[src/design/maf_pkg.sv]
// ----------------------------------------------------------------------------
// maf_pkg
// Shared types and fixed widths of the moving average filter.
// ----------------------------------------------------------------------------
package maf_pkg;

  localparam int SAMPLE_W = 32;

  typedef enum logic [2:0] {
    ST_IDLE,
    ST_LOAD,
    ST_ADD,
    ST_INIT,
    ST_DIV,
    ST_FIN
  } state_t;

endpackage

[src/design/moving_average_filter.sv]
// ----------------------------------------------------------------------------
// moving_average_filter
// Running mean over the last WINDOW signed samples (fewer until the window fills), bit-serial divide.
// ----------------------------------------------------------------------------
// flow: a request passes ST_LOAD, ST_ADD, ST_INIT, ST_DIV and ST_FIN; the restoring
//   divider in ST_DIV retires one quotient bit per cycle
// requests: one at a time, accepted only in ST_IDLE; the result register lets the
//   next request enter while a result waits
// reset: clears state, write pointer, fill count, running sum and result valid;
//   the sample ring holds no reset value and is read only after it was written
module moving_average_filter #(
  parameter int WINDOW = 12
) (
  input  logic                               clk,
  input  logic                               rst,
  input  logic                               sample_valid,
  output logic                               sample_ready,
  input  logic signed [maf_pkg::SAMPLE_W-1:0] sample,
  output logic                               average_valid,
  input  logic                               average_ready,
  output logic signed [maf_pkg::SAMPLE_W-1:0] average
);

  import maf_pkg::*;

  localparam int PTR_W = (WINDOW > 1) ? $clog2(WINDOW) : 1;
  localparam int CNT_W = $clog2(WINDOW + 1);
  localparam int SUM_W = SAMPLE_W + $clog2(WINDOW);
  localparam int BIT_W = $clog2(SUM_W + 1);

  state_t state, state_next;

  logic signed [SAMPLE_W-1:0] sample_reg;
  logic [PTR_W-1:0]           write_pointer;
  logic [CNT_W-1:0]           fill_count;
  logic signed [SUM_W-1:0]    running_sum;
  logic [CNT_W-1:0]           divisor;
  logic [SUM_W-1:0]           quo;
  logic [CNT_W-1:0]           rem;
  logic                       neg;
  logic [BIT_W-1:0]           bit_cnt;

  logic                       ring_we;
  logic [SAMPLE_W-1:0]        ring_rdata;
  logic                       full;
  logic                       accept;
  logic                       load_out;
  logic [CNT_W:0]             rem_sh;
  logic                       rem_ge;
  logic [SAMPLE_W-1:0]        quo_neg;

  assign full    = (fill_count == CNT_W'(WINDOW));
  assign accept  = sample_valid && sample_ready;
  assign rem_sh  = {rem, quo[SUM_W-1]};
  assign rem_ge  = (rem_sh >= {1'b0, divisor});
  assign quo_neg = -quo[SAMPLE_W-1:0];

  maf_ram #(
    .WIDTH(SAMPLE_W),
    .DEPTH(WINDOW)
  ) u_ring (
    .clk  (clk),
    .we   (ring_we),
    .addr (write_pointer),
    .wdata(sample_reg),
    .rdata(ring_rdata)
  );

  always_ff @(posedge clk) begin
    if (rst) begin
      state <= ST_IDLE;
    end else begin
      state <= state_next;
    end
  end

  always_comb begin
    state_next   = state;
    sample_ready = 1'b0;
    ring_we      = 1'b0;
    load_out     = 1'b0;
    unique case (state)
      ST_IDLE: begin
        sample_ready = 1'b1;
        if (sample_valid) begin
          state_next = ST_LOAD;
        end
      end
      ST_LOAD: state_next = ST_ADD;
      ST_ADD: begin
        ring_we    = 1'b1;
        state_next = ST_INIT;
      end
      ST_INIT: state_next = ST_DIV;
      ST_DIV: begin
        if (bit_cnt == BIT_W'(1)) begin
          state_next = ST_FIN;
        end
      end
      ST_FIN: begin
        // hold the quotient until the result register is free
        if (!average_valid || average_ready) begin
          load_out   = 1'b1;
          state_next = ST_IDLE;
        end
      end
      default: state_next = ST_IDLE;
    endcase
  end

  always_ff @(posedge clk) begin
    if (rst) begin
      write_pointer <= '0;
      fill_count    <= '0;
      running_sum   <= '0;
      average_valid <= 1'b0;
    end else begin
      if (load_out) begin
        average_valid <= 1'b1;
      end else if (average_ready) begin
        average_valid <= 1'b0;
      end
      case (state)
        ST_LOAD: begin
          // oldest sample leaves the sum once the ring is full
          if (full) begin
            running_sum <= running_sum - SUM_W'($signed(ring_rdata));
            divisor     <= CNT_W'(WINDOW);
          end else begin
            divisor <= fill_count + CNT_W'(1);
          end
        end
        ST_ADD: begin
          running_sum <= running_sum + SUM_W'(sample_reg);
          if (!full) begin
            fill_count <= fill_count + CNT_W'(1);
          end
          if (write_pointer == PTR_W'(WINDOW - 1)) begin
            write_pointer <= '0;
          end else begin
            write_pointer <= write_pointer + PTR_W'(1);
          end
        end
        default: ;
      endcase
    end
  end

  always_ff @(posedge clk) begin
    if (accept) begin
      sample_reg <= sample;
    end
    case (state)
      ST_INIT: begin
        neg     <= running_sum[SUM_W-1];
        quo     <= running_sum[SUM_W-1] ? -running_sum : running_sum;
        rem     <= '0;
        bit_cnt <= BIT_W'(SUM_W);
      end
      ST_DIV: begin
        // one restoring step per cycle, quotient bits shift in at the bottom
        if (rem_ge) begin
          rem <= CNT_W'(rem_sh - {1'b0, divisor});
        end else begin
          rem <= rem_sh[CNT_W-1:0];
        end
        quo     <= {quo[SUM_W-2:0], rem_ge};
        bit_cnt <= bit_cnt - BIT_W'(1);
      end
      default: ;
    endcase
    if (load_out) begin
      average <= neg ? quo_neg : quo[SAMPLE_W-1:0];
    end
  end

endmodule

[src/design/maf_ram.sv]
// ----------------------------------------------------------------------------
// maf_ram
// Generic single-port RAM with registered read data.
// ----------------------------------------------------------------------------
module maf_ram #(
  parameter int WIDTH = 32,
  parameter int DEPTH = 12
) (
  input  logic                                 clk,
  input  logic                                 we,
  input  logic [(DEPTH > 1 ? $clog2(DEPTH) : 1)-1:0] addr,
  input  logic [WIDTH-1:0]                     wdata,
  output logic [WIDTH-1:0]                     rdata
);

  logic [WIDTH-1:0] mem [DEPTH];

  always_ff @(posedge clk) begin
    if (we) begin
      mem[addr] <= wdata;
    end
    rdata <= mem[addr];
  end

endmodule
[config.mk]
export PLATFORM = sky130hd
export DESIGN_NAME = moving_average_filter
export DESIGN_NICKNAME = d
export VERILOG_FILES = /design/src/design/maf_pkg.sv /design/src/design/moving_average_filter.sv /design/src/design/maf_ram.sv
export SDC_FILE = /design/constraint.sdc
export NUM_CORES = 1
export LEC_CHECK = 0
export BUFFER_PORTS_ARGS = -buffer_cell sky130_fd_sc_hd__buf_2
export CORE_ASPECT_RATIO = 1.75
export CORE_MARGIN = 2
export CORE_UTILIZATION = 50
export DETAILED_ROUTE_END_ITERATION = 8
export PLACE_DENSITY = 0.64
export SYNTH_ARGS = -nofsm -noshare
export SYNTH_HDL_FRONTEND = slang
export SYNTH_HIERARCHICAL = 1
export SYNTH_SLANG_ARGS = --single-unit
[constraint.sdc]
create_clock -name clk -period 6.3 [get_ports clk]
set_input_delay 0.63 -clock clk [delete_from_list [all_inputs] [get_ports clk]]
set_output_delay 0.63 -clock clk [all_outputs]
set_load 0.005 [all_outputs]
==> run_results.csv <==
group,metric,value,unit
outcome,outcome,"finished, final reports clean",
detailed_routing,wl_per_cell,21.7,um
clock_network,clk_path_buf_depth,3,
clock_network,clk_pin_slew,0.07,ns
die,core-area,50600,um^2
sta,rsz0062_at_grt,"no",
global_routing,grt_pass1_wl,87800,um
layout,largest_reg_flops,384,
layout,instances_no_fill,2628,
synthesis,syn_inst,1862,
setup_path,crit_required,6.76,ns
detailed_routing,drcViolationCount,0,
placed_design,pre_cts_ws,0.780,ns
min_path,hp-class,"in2reg",
die,ios,70,
clock_network,clock_latency,0.59,ns
clock_network,cts_tree,"yes",
setup_path,cp-start-kind,"flip-flop",
layout,top_register,"u_ring/mem",
sta,fin_crit_sh,91.2,%
sta,finalCriticalPeriod,5.75,ns
synthesis,netlist_top_cells_area,"edfxtp_1 (59%), dfxtp_1 (6.3%), nand2_1 (3.0%), mux2_2 (2.9%), mux4_2 (2.8%)",
synthesis,ys_seq_elements,579,
sta,worst_slew_pin_slew,1.21,ns
clock_network,cts_setup_buffers,0,
placed_design,placed_area,26600,um^2
detailed_routing,drt_iter0_markers,1053,
synthesis,synth_edf_count,499,
sta,setup_viol_count_final,0,
sta,tns,0,ns
clock_network,clock-root-buffer,"clkbuf_16",
setup_path,crit_arrival,6.21,ns
layout,diodes,0,
layout,postLayoutCellArea,28300,um^2
sta,maxSlewHeadroom,17.3,%
synthesis,synth-main-ff-cell,"edfxtp_1",
power,p_leak,9.34,nW
placed_design,port_buffers,69,
placed_design,dp_cells,2538,
synthesis,synth.avg_cell_area,13.7,um^2
clock_network,hold_buffers,0,
placed_design,gp_congestion,0.871,
layout,num-fill-cells,4061,
clock_network,cts_resized,0,
global_routing,gr-total-overflow,0,
sta,whs,0.215,ns
clock_network,clock_sinks,579,
global_routing,grt_pass1_vias,15259,
synthesis,yosys.area.top_type,"edfxtp_1",
placed_design,dp_hpwl,36500,um
synthesis,synthDistinctLibCells,69,
synthesis,syn_area,25600,um^2
setup_path,cp_max_fo,7,
global_routing,grt_max_degree,73,
layout,largest_registers,"u_ring/mem (384), quo (36), running_sum (36)",
sta,hold_viol_final,0,
layout,areaGrowthSynthToFinish,10.5,%
synthesis,syn-num-nets,1948,
setup_path,path_class,"reg2reg",
global_routing,antenna_found_initial,0,
detailed_routing,ant_nets,0,
synthesis,seq_area_frac_synth,64.8,%
die,fp-row-count,109,
setup_path,endpoint_kind,"flip-flop",
global_routing,grt_use_total,21.6,%
detailed_routing,num_vias,15169,
layout,drive_gt1_share,15.9,%
synthesis,synth_top_area_share,58.6,%
clock_network,cts_htree_levels,2,
power,power,8.40,mW
layout,layout.nets,2010,
synthesis,synth_common_cells,"edfxtp_1 (499), nand2_1 (203), o21ai_0 (114)",
sta,setup_slack,0.553,ns
run,drv_cap,0,
die,initial_core_util,50.6,%
die,fp.dieW,175,um
setup_path,r2r_slack,0.55,ns
synthesis,async_reset_ff_share,0,%
die,die_h,303,um
layout,final_util,55.9,%
sta,finalClockSkew,0.0119,ns
sta,drv_slew,0,
synthesis,yosys_warnings,6,
detailed_routing,totalWireLength,57100,um
die,die_area,53100,um^2
sta,fmax,0.174,GHz
detailed_routing,dr.pass1.iters,5,
synthesis,synth_most_common_cell,"edfxtp_1",
power,powerDensity,297,nW/um^2
power,ir_drop,0.000225,V
clock_network,cts_made_buffers,50,
detailed_routing,drt-vias-per-instance,5.77,
[cell families after synthesis]
| kind of cell | share of synthesized area [%] |
|---|---|
| AO/OA/AOI/OAI | 9.38 |
| buffers and inverters | 2.39 |
| adder cells (fa/ha/maj) | 2.50 |
| flip-flops | 64.8 |
| multiplexers | 8.47 |
| AND/OR/NAND/NOR | 8.12 |
| XOR/XNOR | 4.31 |
[placed cells by master (no fill, tap or decap), types with 32 or more instances in the layout]
master,count
a21oi_1,67
dfxtp_1,77
clkbuf_16,50
edfxtp_1,499
nand2_1,203
ha_1,48
a22o_1,32
buf_2,69
mux4_2,32
mux2i_1,69
xor2_1,63
mux2_2,67
o31ai_1,54
nor2_1,69
xnor2_1,63
o22ai_1,35
o21ai_0,113
[power by group]
part | switching [mW] | internal, mW | leakage [nW]
Combinational | 0.500 | 0.338 | 3.37
Sequential | 0.140 | 4.29 | 5.18
Clock | 1.37 | 1.77 | 0.793
Total | 2.01 | 6.39 | 9.34
[final timing paths]
path / cells after the start / start / end
worst min register to register: 2 / fill_count[1]$_SDFFE_PP0P_ / fill_count[1]$_SDFFE_PP0P_
worst min-delay path: 1 / sample[31] / sample_reg[31]$_DFFE_PP_
worst max register to register: 13 / u_ring/rdata[5]$_DFF_P_ / running_sum[34]$_SDFFE_PP0P_
worst max-delay path: 13 / u_ring/rdata[5]$_DFF_P_ / running_sum[34]$_SDFFE_PP0P_
[area by class of cell]
class	instances	area [um^2]	area share, %
flip-flops and latches	579	16600	58.7
multi-input cells	1163	8500	30.1
clock buffers	65	1320	4.66
well taps	666	833	2.95
repair buffers	100	578	2.05
clock inverters	25	327	1.16
inverters	30	113	0.398
[critical path, cell delays in order (launching register included)]
cell	delay (ns)
dfxtp_1	0.33
or4_1	0.63
or4_1	0.75
or3_1	0.51
nor3_1	0.21
xor2_1	0.16
o21ai_0	0.10
ha_1	0.42
nand4_1	0.22
a2111oi_0	1.06
o21ai_0	0.40
o31ai_1	0.49
a311o_1	0.24
o211ai_1	0.09
[routing by layer]
layer	share of wire [%]	up-vias	track usage (%)
met5	0	-	0
li1	-	7210	-
met1	38	7495	24.5
met2	55	349	41.6
met4	3.8	0	8.89
met3	3.5	115	1.94
Note: power is estimated with default switching activity, not from simulation.
